<file path="src/rtl/acc_alu_pkg.sv">
// operation codes and field widths for the 8-bit accumulator alu
package acc_alu_pkg;

	localparam int unsigned DATA_W = 8;
	localparam int unsigned ADDR_W = 14;
	localparam int unsigned OP_W   = 4;

	// stream widths, padded to whole bytes
	localparam int unsigned IN_W   = 32;
	localparam int unsigned OUT_W  = 40;

	typedef enum logic [OP_W-1:0] {
		OP_ADD   = 4'd0,
		OP_ADC   = 4'd1,
		OP_AND   = 4'd2,
		OP_OR    = 4'd3,
		OP_XOR   = 4'd4,
		OP_CMP   = 4'd5,
		OP_LOAD  = 4'd6,
		OP_STORE = 4'd7,
		OP_MOVE  = 4'd8,
		OP_INC   = 4'd9,
		OP_DEC   = 4'd10,
		OP_CLR   = 4'd11,
		OP_LSR   = 4'd12,
		OP_LSL   = 4'd13,
		OP_ROL   = 4'd14,
		OP_ROR   = 4'd15
	} alu_op_t;

	typedef struct packed {
		logic [DATA_W-1:0] write_data;
		logic [ADDR_W-1:0] write_address;
		logic              write_enable;
		logic              zero_out;
		logic              carry_out;
		logic [DATA_W-1:0] accumulator_out;
	} alu_result_t;

endpackage

</file>
<file path="src/rtl/accumulator_alu_8bit_cz.sv">
// 8-bit accumulator alu with carry and zero flags, stream in and out
// an input transfer is captured in the input stage register, then passes through the alu
// logic into the result register once that register is free or being drained
// throughput: one instruction per cycle without output stall; input register feeds one
// alu pass into the result register; accumulator and flags update on that same edge
// a stalled output holds its result while one more instruction waits in the input stage
// reset: arst_n asynchronously clears the accumulator, carry, zero and both valid bits
module accumulator_alu_8bit_cz
	import acc_alu_pkg::*;
(
	input  logic             clk,
	input  logic             arst_n,
	input  logic             s_axis_tvalid,
	output logic             s_axis_tready,
	// [3:0] operation, [11:4] operand, [25:12] address, [31:26] zero
	input  logic [IN_W-1:0]  s_axis_tdata,
	output logic             m_axis_tvalid,
	input  logic             m_axis_tready,
	// [7:0] accumulator_out, [8] carry_out, [9] zero_out, [10] write_enable,
	// [24:11] write_address, [32:25] write_data, [39:33] zero
	output logic [OUT_W-1:0] m_axis_tdata
);

	localparam int unsigned RES_W = $bits(alu_result_t);

	// input stage
	logic              valid_s1;
	alu_op_t           op_s1;
	logic [DATA_W-1:0] operand_s1;
	logic [ADDR_W-1:0] address_s1;

	// architectural state
	logic [DATA_W-1:0] acc_q;
	logic              carry_q;
	logic              zero_q;

	// result register
	logic              out_valid_q;
	alu_result_t       result_q;

	logic              advance;
	alu_result_t       result_d;

	// the input stage moves on whenever the result register is free or being drained
	assign advance       = valid_s1 && (!out_valid_q || m_axis_tready);
	assign s_axis_tready = !valid_s1 || advance;

	always_ff @(posedge clk or negedge arst_n) begin
		if (!arst_n) begin
			valid_s1 <= 1'b0;
		end else if (s_axis_tready) begin
			valid_s1 <= s_axis_tvalid;
		end
	end

	// payload of the input stage needs no reset
	always_ff @(posedge clk) begin
		if (s_axis_tready && s_axis_tvalid) begin
			op_s1      <= alu_op_t'(s_axis_tdata[OP_W-1:0]);
			operand_s1 <= s_axis_tdata[OP_W +: DATA_W];
			address_s1 <= s_axis_tdata[OP_W+DATA_W +: ADDR_W];
		end
	end

	// single pass of alu logic from the input stage and current state
	always_comb begin
		logic [DATA_W:0]   sum;
		logic [DATA_W-1:0] diff;
		logic [DATA_W-1:0] acc_n;
		logic              carry_n;
		logic              we_n;
		logic [DATA_W-1:0] wd_n;
		logic              zero_n;

		sum     = {1'b0, acc_q} + {1'b0, operand_s1}
			+ {{DATA_W{1'b0}}, (op_s1 == OP_ADC) && carry_q};
		diff    = acc_q - operand_s1;
		acc_n   = acc_q;
		carry_n = carry_q;
		we_n    = 1'b0;
		wd_n    = '0;
		zero_n  = zero_q;

		unique case (op_s1)
			OP_ADD, OP_ADC: begin
				acc_n   = sum[DATA_W-1:0];
				carry_n = sum[DATA_W];
				zero_n  = (sum[DATA_W-1:0] == '0);
			end
			OP_AND: begin
				acc_n  = acc_q & operand_s1;
				zero_n = (acc_n == '0);
			end
			OP_OR: begin
				acc_n  = acc_q | operand_s1;
				zero_n = (acc_n == '0);
			end
			OP_XOR: begin
				acc_n  = acc_q ^ operand_s1;
				zero_n = (acc_n == '0);
			end
			OP_CMP: begin
				// borrow out of the subtract, accumulator kept
				zero_n  = (acc_q == operand_s1);
				carry_n = (!acc_q[DATA_W-1] && operand_s1[DATA_W-1])
					|| (operand_s1[DATA_W-1] && diff[DATA_W-1])
					|| (diff[DATA_W-1] && !acc_q[DATA_W-1]);
			end
			OP_LOAD: begin
				acc_n  = operand_s1;
				zero_n = (operand_s1 == '0);
			end
			OP_STORE: begin
				we_n   = 1'b1;
				wd_n   = acc_q;
				zero_n = (acc_q == '0);
			end
			OP_MOVE: begin
				we_n   = 1'b1;
				wd_n   = operand_s1;
				zero_n = (operand_s1 == '0);
			end
			OP_INC: begin
				we_n   = 1'b1;
				wd_n   = operand_s1 + DATA_W'(1);
				zero_n = (wd_n == '0);
			end
			OP_DEC: begin
				we_n   = 1'b1;
				wd_n   = operand_s1 - DATA_W'(1);
				zero_n = (wd_n == '0);
			end
			OP_CLR: begin
				we_n    = 1'b1;
				acc_n   = '0;
				carry_n = 1'b0;
				zero_n  = 1'b1;
			end
			OP_LSR: begin
				carry_n = acc_q[0];
				acc_n   = {1'b0, acc_q[DATA_W-1:1]};
				zero_n  = (acc_n == '0);
			end
			OP_LSL: begin
				carry_n = acc_q[DATA_W-1];
				acc_n   = {acc_q[DATA_W-2:0], 1'b0};
				zero_n  = (acc_n == '0);
			end
			OP_ROL: begin
				// old carry comes in at the bottom
				carry_n = acc_q[DATA_W-1];
				acc_n   = {acc_q[DATA_W-2:0], carry_q};
				zero_n  = (acc_n == '0);
			end
			OP_ROR: begin
				// old carry comes in at the top
				carry_n = acc_q[0];
				acc_n   = {carry_q, acc_q[DATA_W-1:1]};
				zero_n  = (acc_n == '0);
			end
			default: begin
				acc_n = acc_q;
			end
		endcase

		result_d.accumulator_out = acc_n;
		result_d.carry_out       = carry_n;
		result_d.zero_out        = zero_n;
		result_d.write_enable    = we_n;
		result_d.write_address   = address_s1;
		result_d.write_data      = wd_n;
	end

	// state and result valid update together when an instruction leaves the input stage
	always_ff @(posedge clk or negedge arst_n) begin
		if (!arst_n) begin
			acc_q       <= '0;
			carry_q     <= 1'b0;
			zero_q      <= 1'b0;
			out_valid_q <= 1'b0;
		end else begin
			if (advance) begin
				acc_q   <= result_d.accumulator_out;
				carry_q <= result_d.carry_out;
				zero_q  <= result_d.zero_out;
			end
			if (advance) begin
				out_valid_q <= 1'b1;
			end else if (m_axis_tready) begin
				out_valid_q <= 1'b0;
			end
		end
	end

	always_ff @(posedge clk) begin
		if (advance) begin
			result_q <= result_d;
		end
	end

	assign m_axis_tvalid = out_valid_q;
	assign m_axis_tdata  = {{(OUT_W-RES_W){1'b0}}, result_q};

	// the state register always matches the most recently produced result
	a_state_tracks_result: assert property (@(posedge clk) disable iff (!arst_n)
		advance |=> (acc_q == result_q.accumulator_out) && (carry_q == result_q.carry_out)
			&& (zero_q == result_q.zero_out))
		else $error("accumulator state diverged from the result register");

	// an instruction in the input stage is never dropped while the output stalls
	a_s1_held: assert property (@(posedge clk) disable iff (!arst_n)
		valid_s1 && !advance |=> valid_s1)
		else $error("input stage instruction lost");

	// input back-pressure only when both stages are full and the output stalls
	a_ready_cause: assert property (@(posedge clk) disable iff (!arst_n)
		!s_axis_tready |-> valid_s1 && out_valid_q && !m_axis_tready)
		else $error("input stalled without a full pipeline");

	// no memory write means a zero data byte
	a_no_write_data: assert property (@(posedge clk) disable iff (!arst_n)
		m_axis_tvalid && !result_q.write_enable |-> result_q.write_data == '0)
		else $error("write data set without write enable");

endmodule
</file>
<file path="config.mk">
export PLATFORM = sky130hd
export DESIGN_NAME = accumulator_alu_8bit_cz
export DESIGN_NICKNAME = d
export VERILOG_FILES = /design/src/rtl/acc_alu_pkg.sv /design/src/rtl/accumulator_alu_8bit_cz.sv
export SDC_FILE = /design/constraint.sdc
export NUM_CORES = 1
export LEC_CHECK = 0
export BUFFER_PORTS_ARGS = -buffer_cell sky130_fd_sc_hd__buf_2
export CAP_MARGIN = 30
export CORE_ASPECT_RATIO = 1.4
export CORE_MARGIN = 1.5
export CORE_UTILIZATION = 57
export DETAILED_ROUTE_END_ITERATION = 8
export GPL_ROUTABILITY_DRIVEN = 1
export GPL_TIMING_DRIVEN = 0
export MAX_ROUTING_LAYER = met4
export PLACE_DENSITY = 0.81
export SYNTH_ARGS = -nofsm -noshare
export SYNTH_HDL_FRONTEND = slang
export SYNTH_SLANG_ARGS = --single-unit
export TNS_END_PERCENT = 1
</file>
<file path="constraint.sdc">
create_clock -name clk -period 3.5 [get_ports clk]
set_clock_uncertainty 0.2 [all_clocks]
set_input_delay 0.525 -clock clk [delete_from_list [all_inputs] [get_ports clk]]
set_output_delay 0.525 -clock clk [all_outputs]
set_load 0.005 [all_outputs]
</file>
==> results of run 1 <==
==> cell type report <==
class,instances,area (um^2)
plain buffers,30,189
clock buffers,10,128
clock inverters,6,45.0
fillers,597,2470
inverters,27,101
multi-input cells,296,2150
flip-flops and latches,70,2050
well taps,100,125
repair buffers,69,400
==> routing by layer <==
metal / wire (um) / part of all wire
met1: 4900 / 0.38
met2: 6380 / 0.49
met5: 0 / 0
met3: 881 / 0.068
met4: 873 / 0.067
==> worst register-to-register path, delay by kind of cell, from the launching register on <==
| family | cells | cell delay [ps] |
|---|---|---|
| flip-flops | 1 | 410 |
| AND/OR/NAND/NOR | 3 | 680 |
| multiplexers | 1 | 270 |
| buffers and inverters | 2 | 290 |
| AO/OA/AOI/OAI | 2 | 470 |
| adder cells (fa/ha/maj) | 2 | 850 |
==> sequential cells by signal, summed over array words and instances (netlist names) <==
register       flops
valid_s1           1
m_axis_tvalid      1
m_axis_tdata      33
address_s1        14
acc_q              8
operand_s1         8
carry_q            1
op_s1              4
==> what timing repair did <==
action | in CTS | in global routing
hold buffers | 1 | 0
hold endpoints to repair | 11 | 0
buffers inserted | 0 | 2
setup endpoints to repair | 0 | 2
gates resized for setup | 0 | 1
==> power groups by stage <==
stage	sequential [uW]	combinational, uW	clock, uW
2_1_floorplan	1120	597	0
4_1_cts	1150	875	598
5_1_grt	1160	971	628
3_3_place_gp	1170	852	0
6_report	1160	897	592
3_5_place_dp	1170	871	0
==> cells in the mapped netlist, types with 3 or more instances <==
cell	instances
inv_1	23
edfxtp_1	59
o32ai_1	4
nand2b_1	8
o21ai_0	17
o22a_1	4
a21o_1	5
fa_1	3
a22o_1	3
a22oi_1	5
nand2_1	21
o211ai_1	4
ha_1	28
xnor2_1	16
nand3_1	10
nor2b_1	9
o31ai_1	3
nor4_1	5
a21oi_1	32
o22ai_1	7
mux2i_1	11
buf_2	10
nand4_1	9
nor2_1	15
mux2_2	3
buf_6	3
buf_4	11
dfrtp_1	11
clkbuf_1	6
and3_1	6
o221ai_1	4
nor3_1	10
o21bai_1	3
==> how the worst max path moves through the flow <==
stage	startpoint	end
final	op_s1[2]$_DFFE_PP_	acc_q[1]$_DFFE_PN0P_
after global routing	acc_q[2]$_DFFE_PN0P_	m_axis_tdata[8]$_DFFE_PP_
after CTS	acc_q[2]$_DFFE_PN0P_	m_axis_tdata[8]$_DFFE_PP_
after detailed placement	acc_q[2]$_DFFE_PN0P_	m_axis_tdata[8]$_DFFE_PP_
after global placement	acc_q[2]$_DFFE_PN0P_	m_axis_tdata[8]$_DFFE_PP_
after floorplan	op_s1[2]$_DFFE_PP_	acc_q[1]$_DFFE_PN0P_
==> stage by stage <==
stage | hold WS [ps] | setup slack (ps) | instances
after floorplan | 29.4 | 655 | 423
after global placement | 196 | 173 | 587
after detailed placement | 207 | 153 | 589
after CTS | 132 | 127 | 606
after global routing | 124 | 5.43 | 608
final | 144 | 207 | 608
==> logic make-up (layout without fill, tap and decap cells) <==
group / count (synthesis) / after routing / synth area share
compound gates: 116 / 116 / 0.179
xor+xnor: 18 / 18 / 0.0353
fa+ha+maj: 31 / 31 / 0.0920
buf+inv: 57 / 142 / 0.0651
flops: 70 / 70 / 0.459
mux: 15 / 15 / 0.0356
other cells: 1 / 7 / 0.000840
simple gates: 109 / 109 / 0.133
==> flow_metrics.env, run 1 <==
export IMPL_design_area_um2=5180
export IMPL_synth_main_ff_cell="edfxtp_1"
export IMPL_crit_path_end_kind="register"
export IMPL_grt_util_met2=0.549
export IMPL_arrival_ps=3320
export IMPL_final_util=0.677
export IMPL_crit_cells=10
export IMPL_tritoncts="yes"
export IMPL_period_needed_ps=3290
export IMPL_cts_sinks=70
export IMPL_min_delay_path_depth=1
export IMPL_critPathMaxFanout=10
export IMPL_netSwitchingPower_uw=998
export IMPL_layout_common_cells="buf_2 (74), edfxtp_1 (59), a21oi_1 (32)"
export IMPL_grt_usage=0.334
export IMPL_avgSynthCellArea_um2=10.7
export IMPL_die_h_um=108
export IMPL_ios=78
export IMPL_rsz0062_at_grt="no"
export IMPL_finalPower_uw=2650
export IMPL_wire_per_inst_um=21.5
export IMPL_grt_pass1_wl_mm=19.9
export IMPL_gr_max_usage_layer="met2"
export IMPL_drt_initial_drc_count=462
export IMPL_critical_path_top_delay_family="adder cells"
export IMPL_yosysSeqAreaShare=0.459
export IMPL_synthCells=417
export IMPL_ys_top_cells_by_area="edfxtp_1 (40%), ha_1 (7.9%), dfrtp_1 (6.2%)"
export IMPL_slew_headroom=0.540
export IMPL_start_util=0.583
export IMPL_cp_num_buf_inv=2
export IMPL_dieArea_um2=8380
export IMPL_swShare=0.377
export IMPL_grt_max_degree=25
export IMPL_status="finished clean"
export IMPL_core_um2=7650
export IMPL_grt_pass1_vias=3710
export IMPL_syn_to_final_growth_pct=16.2
export IMPL_numCtsBuffers=9
export IMPL_antenna_found_initial=0
export IMPL_use_met3=0.0500
export IMPL_place_gp_congestion=1.07
export IMPL_critical_path_class="register to register"
export IMPL_synth_edf_count=59
export IMPL_holdPathEnd="operand_s1[6]$_DFFE_PP_"
export IMPL_die_w_um=77.8
export IMPL_use_met1=0.376
export IMPL_setup_tns_ps=0
export IMPL_path_clk_slew_ps=90
export IMPL_hold_path_startpoint="s_axis_tdata[10]"
export IMPL_p_clk_frac=0.224
export IMPL_p_int_uw=1650
export IMPL_reg2reg_depth=10
export IMPL_max_stage_delay_ps=450
export IMPL_ir_worst_vdd_mv=0.440
export IMPL_h_tree_depth=3
export IMPL_cap_viol_max_count=0
export IMPL_fin_nets=570
export IMPL_mostFrequentLayoutCell="buf_2"
export IMPL_netlist_area_leader_share=0.397
export IMPL_required_ps=3530
export IMPL_placementRows=38
export IMPL_comb_power_share=0.339
export IMPL_hold_violations=0
export IMPL_synth_top_area_cell="edfxtp_1"
export IMPL_crit_chain="buf_2, nor2_1, nand3_1, fa_1, inv_1, fa_1, nand3_1, a21oi_1, o32a_1, mux2_4"
export IMPL_clock_latency_ps=350
export IMPL_ys_warnings_count=0
export IMPL_via_count=3831
export IMPL_clockBufferDepth=2
export IMPL_drc_errors=0
export IMPL_min_path_type="primary input to register"
export IMPL_sequentialPowerShare=0.437
export IMPL_overflow=0
export IMPL_io_buffers=64
export IMPL_period_share=0.941
export IMPL_slew_viol_final=0
export IMPL_setup_violations=0
export IMPL_rr_startpoint="op_s1[2]$_DFFE_PP_"
export IMPL_synth_distinct_cells=70
export IMPL_final_antenna_net_count=0
export IMPL_hpwlAfterDp_mm=9.81
export IMPL_drive_above_1_share=0.244
export IMPL_antenna_cells=0
export IMPL_dpl_cell_area_um2=4980
export IMPL_dr_pass1_iters=7
export IMPL_cts_root_buffer="clkbuf_8"
export IMPL_power_leakage_uw=0.00216
export IMPL_start_kind="register"
export IMPL_crit_slowest_cell="fa_1"
export IMPL_viasPerCell=6.30
export IMPL_max_slew_worst_pin_slew_ps=686
export IMPL_drt_total_wl_mm=13.0
export IMPL_syn_area_um2=4460
export IMPL_max_freq_ghz=0.304
export IMPL_ys_ff_latch=70
export IMPL_rrSetupSlack_ps=210
export IMPL_power_density_nw_per_um2=510
export IMPL_async_reset_ff_frac=0.157
export IMPL_worstReg2RegEnd="acc_q[1]$_DFFE_PN0P_"
No activity file was read; power rests on OpenSTA's default activity.
==> run 2: changes to the inputs <==
--- a/config.mk
+++ b/config.mk
@@ -15,6 +15,7 @@
 export GPL_TIMING_DRIVEN = 0
 export MAX_ROUTING_LAYER = met4
 export PLACE_DENSITY = 0.81
+export RECOVER_POWER = 50
 export SYNTH_ARGS = -nofsm -noshare
 export SYNTH_HDL_FRONTEND = slang
 export SYNTH_SLANG_ARGS = --single-unit
==> run 2 against run 1 <==
Against the previous run:
- cell area decreased by 0.36%
- clock power about the same
- die area unchanged
- wire length about the same
- clock-buffer cell count unchanged
- first-iteration DRC count increased by 4.3%
- non-clock buffer count unchanged
==> flow_metrics.env, run 2 (synthesis gave the netlist of run 1 again) <==
export IMPL_status="finished clean"
export IMPL_syn_to_final_growth_pct=15.8
export IMPL_rrSetupSlack_ps=200
export IMPL_period_needed_ps=3300
export IMPL_required_ps=3530
export IMPL_placementRows=38
export IMPL_core_um2=7650
export IMPL_clockBufferDepth=2
export IMPL_hold_slack_ps=143
export IMPL_period_share=0.943
export IMPL_max_freq_ghz=0.303
export IMPL_largest_register_ffs=33
export IMPL_ios=78
export IMPL_dieArea_um2=8380
export IMPL_grt_pass1_wl_mm=19.9
export IMPL_drt_initial_drc_count=482
export IMPL_grt_max_degree=25
export IMPL_worstSetupEndpoint="acc_q[1]$_DFFE_PN0P_"
export IMPL_io_buffers=64
export IMPL_dr_pass1_iters=6
export IMPL_rr_startpoint="op_s1[2]$_DFFE_PP_"
export IMPL_overflow=0
export IMPL_fin_nets=570
export IMPL_power_leakage_uw=0.00212
export IMPL_crit_slowest_cell="fa_1"
export IMPL_critical_path_class="register to register"
export IMPL_tritoncts="yes"
export IMPL_drt_total_wl_mm=13.0
export IMPL_setup_tns_ps=0
export IMPL_die_w_um=77.8
export IMPL_rsz0062_at_grt="no"
export IMPL_worstReg2RegEnd="acc_q[1]$_DFFE_PN0P_"
export IMPL_crit_chain="buf_2, nor2_1, nand3_1, fa_1, inv_1, fa_1, nand3_1, a21oi_1, o32a_1, mux2_4"
export IMPL_power_density_nw_per_um2=511
export IMPL_viasPerCell=6.27
export IMPL_die_h_um=108
export IMPL_drive_above_1_share=0.215
export IMPL_slew_viol_final=0
export IMPL_finalPower_uw=2640
export IMPL_min_path_type="primary input to register"
export IMPL_cts_sinks=70
export IMPL_ir_worst_vdd_mv=0.437
export IMPL_critPathMaxFanout=10
export IMPL_timing_critical_path_from="op_s1[2]$_DFFE_PP_"
export IMPL_fillers=603
export IMPL_dpl_cell_area_um2=4980
export IMPL_start_util=0.583
export IMPL_path_clk_slew_ps=90
export IMPL_design_area_um2=5160
export IMPL_numCtsBuffers=9
export IMPL_clock_latency_ps=350
export IMPL_wire_per_inst_um=21.4
export IMPL_grt_pass1_vias=3710
export IMPL_arrival_ps=3340
export IMPL_place_gp_congestion=1.07
export IMPL_drc_errors=0
export IMPL_crit_cells=10
export IMPL_slew_headroom=0.545
export IMPL_hold_violations=0
export IMPL_critical_path_top_delay_family="adder cells"
export IMPL_hpwlAfterDp_mm=9.81
export IMPL_start_kind="register"
export IMPL_reg2reg_depth=10
export IMPL_final_antenna_net_count=0
export IMPL_grt_usage=0.334
export IMPL_antenna_cells=0
export IMPL_max_stage_delay_ps=450
export IMPL_cp_num_buf_inv=2
export IMPL_via_count=3811
export IMPL_layout_common_cells="buf_2 (59), edfxtp_1 (59), a21oi_1 (32)"
export IMPL_cap_viol_max_count=0
export IMPL_h_tree_depth=3
export IMPL_hold_path_startpoint="s_axis_tdata[10]"
export IMPL_antenna_found_initial=0
export IMPL_cts_root_buffer="clkbuf_8"
export IMPL_setup_violations=0
export IMPL_max_slew_worst_pin_slew_ps=679
export IMPL_crit_path_end_kind="register"
-- run 2: cell count changes in the layout (fill, tap and decap cells not counted), sizes merged --
cell,change
buf,-14
clkbuf,+14
-- run 2: where the power goes --
part,internal (uW),switching [uW]
clock,261,331
combinational,361,530
sequential,1020,136
total,1640,998
-- run 2: worst register-to-register path: stages, from the launching register on --
cell,delay (ps)
edfxtp_1,410
buf_2,200
nor2_1,410
nand3_1,160
fa_1,400
inv_1,90
fa_1,450
nand3_1,110
a21oi_1,80
o32a_1,400
mux2_4,270
-- run 2: area by class of cell --
class | count | area, um^2 | area share
timing repair buffer | 69 | 382 | 0.0739
clock buffer | 10 | 128 | 0.0247
buffer | 30 | 189 | 0.0366
inverter | 27 | 101 | 0.0196
clock inverter | 6 | 45.0 | 0.00872
sequential | 70 | 2050 | 0.397
tap | 100 | 125 | 0.0242
multi-input combinational | 296 | 2150 | 0.416
-- run 2: worst min-delay path by stage --
stage | to | slack [ps] | cells past startpoint
2_1_floorplan | acc_q[0]$_DFFE_PN0P_ | 30 | 0
3_5_place_dp | acc_q[4]$_DFFE_PN0P_ | 210 | 1
3_3_place_gp | acc_q[6]$_DFFE_PN0P_ | 200 | 1
5_1_grt | operand_s1[6]$_DFFE_PP_ | 120 | 1
6_report | operand_s1[6]$_DFFE_PP_ | 140 | 1
4_1_cts | operand_s1[6]$_DFFE_PP_ | 130 | 1
-- run 2: per-layer routing --
metal	global-route usage	part of all wire	vias to the layer above
met4	0.218	0.063	0
li1	-	-	1719
met5	-	0	-
met1	0.376	0.38	1791
met2	0.549	0.49	237
met3	0.0500	0.068	64
-- run 2: what timing repair did --
action	4_1_cts	5_1_grt
buffers inserted	0	2
endpoints found under the hold margin	11	0
gates resized for setup	0	1
hold buffers	1	0
setup endpoints to repair	0	2
-- run 2: metrics by stage --
stage,instances,util,worst slack [ps]
2_1_floorplan,423,-,655
3_3_place_gp,587,0.644,173
3_5_place_dp,589,0.651,153
4_1_cts,606,0.675,127
5_1_grt,608,0.675,5.43
6_report,608,0.675,198
==> run 3: changes to the inputs <==
--- a/config.mk
+++ b/config.mk
@@ -5,13 +5,12 @@
 export SDC_FILE = /design/constraint.sdc
 export NUM_CORES = 1
 export LEC_CHECK = 0
-export BUFFER_PORTS_ARGS = -buffer_cell sky130_fd_sc_hd__buf_2
+export BUFFER_PORTS_ARGS = -buffer_cell sky130_fd_sc_hd__clkbuf_2
 export CAP_MARGIN = 30
 export CORE_ASPECT_RATIO = 1.4
 export CORE_MARGIN = 1.5
 export CORE_UTILIZATION = 57
 export DETAILED_ROUTE_END_ITERATION = 8
-export GPL_ROUTABILITY_DRIVEN = 1
 export GPL_TIMING_DRIVEN = 0
 export MAX_ROUTING_LAYER = met4
 export PLACE_DENSITY = 0.81
==> run 3 against run 2 <==
Against the previous run:
- die area is the same
- combinational power rose by 2.5%
- via count rose by 2.8%
- register-to-register slack got worse by 30 ps
- critical path depth stayed put
- fmax is 0.88% lower
- first-iteration DRC count fell by 4.6%
- cell area is 0.19% lower
- sequential cell count stayed put
- sequential share of layout area increased by 0.077 points
- critical path type unchanged
- largest cell class unchanged
==> flow_metrics.env, run 3 (synthesis gave the netlist of run 1 again) <==
export IMPL_dr_pass1_iters=6
export IMPL_final_antenna_net_count=0
export IMPL_reg2reg_depth=10
export IMPL_max_slew_worst_pin_slew_ps=702
export IMPL_ios=78
export IMPL_antenna_found_initial=0
export IMPL_dieArea_um2=8380
export IMPL_critPathMaxFanout=10
export IMPL_die_h_um=108
export IMPL_crit_path_end_kind="register"
export IMPL_overflow=0
export IMPL_power_leakage_uw=0.00210
export IMPL_numCtsBuffers=9
export IMPL_final_cells=609
export IMPL_core_um2=7650
export IMPL_slew_headroom=0.529
export IMPL_path_clk_slew_ps=90
export IMPL_design_area_um2=5150
export IMPL_finalPower_uw=2670
export IMPL_use_met1=0.398
export IMPL_required_ps=3540
export IMPL_largest_register_ffs=33
export IMPL_wire_per_inst_um=22.8
export IMPL_drc_errors=0
export IMPL_viasPerCell=6.44
export IMPL_via_count=3919
export IMPL_start_kind="register"
export IMPL_dp_cells=589
export IMPL_grt_pass1_vias=3944
export IMPL_mostFrequentLayoutCell="edfxtp_1"
export IMPL_max_stage_delay_ps=460
export IMPL_syn_to_final_growth_pct=15.5
export IMPL_tritoncts="yes"
export IMPL_use_met3=0.0627
export IMPL_period_needed_ps=3330
export IMPL_clock_latency_ps=360
export IMPL_period_share=0.952
export IMPL_drt_total_wl_mm=13.9
export IMPL_crit_chain="buf_2, nor2_1, nand3_1, fa_1, inv_1, fa_1, nand3_1, a21oi_1, o32a_1, mux2_4"
export IMPL_gr_max_usage_layer="met2"
export IMPL_drive_above_1_share=0.195
export IMPL_rr_startpoint="op_s1[2]$_DFFE_PP_"
export IMPL_ir_worst_vdd_mv=0.396
export IMPL_max_freq_ghz=0.300
export IMPL_setup_violations=0
export IMPL_critical_path_class="register to register"
export IMPL_hpwlAfterDp_mm=10.3
export IMPL_timing_critical_path_from="op_s1[2]$_DFFE_PP_"
export IMPL_min_path_type="primary input to register"
export IMPL_rrSetupSlack_ps=170
export IMPL_setup_tns_ps=0
export IMPL_layout_common_cells="edfxtp_1 (59), clkbuf_2 (39), a21oi_1 (32)"
export IMPL_cap_viol_max_count=0
export IMPL_fin_nets=570
export IMPL_arrival_ps=3370
export IMPL_grt_usage=0.353
export IMPL_crit_slowest_cell="fa_1"
export IMPL_io_buffers=64
export IMPL_dpl_cell_area_um2=4980
export IMPL_grt_util_met2=0.570
export IMPL_grt_pass1_wl_mm=21.0
export IMPL_critical_path_top_delay_family="adder cells"
export IMPL_h_tree_depth=3
export IMPL_status="finished clean"
export IMPL_worstSetupEndpoint="acc_q[1]$_DFFE_PN0P_"
export IMPL_hold_violations=0
export IMPL_drt_initial_drc_count=460
export IMPL_power_density_nw_per_um2=519
export IMPL_place_gp_congestion=1.03
export IMPL_cp_num_buf_inv=2
export IMPL_cts_sinks=70
export IMPL_placementRows=38
export IMPL_worstReg2RegEnd="acc_q[1]$_DFFE_PN0P_"
export IMPL_cts_root_buffer="clkbuf_8"
export IMPL_die_w_um=77.8
export IMPL_slew_viol_final=0
export IMPL_start_util=0.583
export IMPL_fillers=607
export IMPL_hold_slack_ps=135
export IMPL_crit_cells=10
export IMPL_grt_max_degree=25
export IMPL_rsz0062_at_grt="no"
export IMPL_clockBufferDepth=2
## run 3: cell types whose count changed in the layout (fill, tap and decap cells not counted), sizes merged
cell / change
clkbuf: +49
diode: +1
buf: -49
## run 3: worst min path at each step
stage,start,to,slack (ps),depth (start not counted)
2_1_floorplan,arst_n,acc_q[0]$_DFFE_PN0P_,30,0
3_3_place_gp,address_s1[4]$_DFFE_PP_,m_axis_tdata[15]$_DFFE_PP_,200,0
3_5_place_dp,address_s1[5]$_DFFE_PP_,m_axis_tdata[16]$_DFFE_PP_,210,0
4_1_cts,s_axis_tdata[4],operand_s1[0]$_DFFE_PP_,140,1
5_1_grt,s_axis_tdata[10],operand_s1[6]$_DFFE_PP_,130,1
6_report,s_axis_tdata[10],operand_s1[6]$_DFFE_PP_,140,1
## run 3: power by group
part           internal, uW  leakage [uW]  switching (uW)
Clock                   261     0.0000793             341
Sequential             1020      0.000697             138
Combinational           362       0.00132             552
## run 3: layout make-up
class / count / area, um^2 / share of cell area
Inverter: 27 / 101 / 0.0197
Clock buffer: 10 / 128 / 0.0248
Multi-Input combinational cell: 296 / 2150 / 0.417
Clock inverter: 6 / 45.0 / 0.00874
Tap cell: 100 / 125 / 0.0243
Timing Repair Buffer: 69 / 369 / 0.0716
Antenna cell: 1 / 2.50 / 0.000485
Buffer: 30 / 189 / 0.0367
Sequential cell: 70 / 2050 / 0.397
## run 3: worst reg2reg max path, cell delays in order, from the launching register on
cell and delay [ps]:
edfxtp_1 410, buf_2 210, nor2_1 390, nand3_1 160, fa_1 400, inv_1 110, fa_1 460, nand3_1 110
a21oi_1 90, o32a_1 400, mux2_4 270
## run 3: per-stage QoR
stage	util	setup slack [ps]
detailed placement	0.651	122
global route	0.673	35.9
global placement	0.644	192
floorplan	-	655
finish	0.673	169
CTS	0.675	85.2
## run 3: repair_timing
item / in CTS / in global routing
buffers inserted: 0 / 2
hold buffers: 1 / 0
resized for setup: 0 / 1
setup endpoints to repair: 0 / 2
endpoints found under the hold margin: 11 / 0
## run 3: layer usage
metal  part of all wire  vias to the layer above
met5                  0                        -
met4              0.060                        0
met3              0.070                       68
met2               0.50                      248
met1               0.37                     1880
li1                   -                     1723
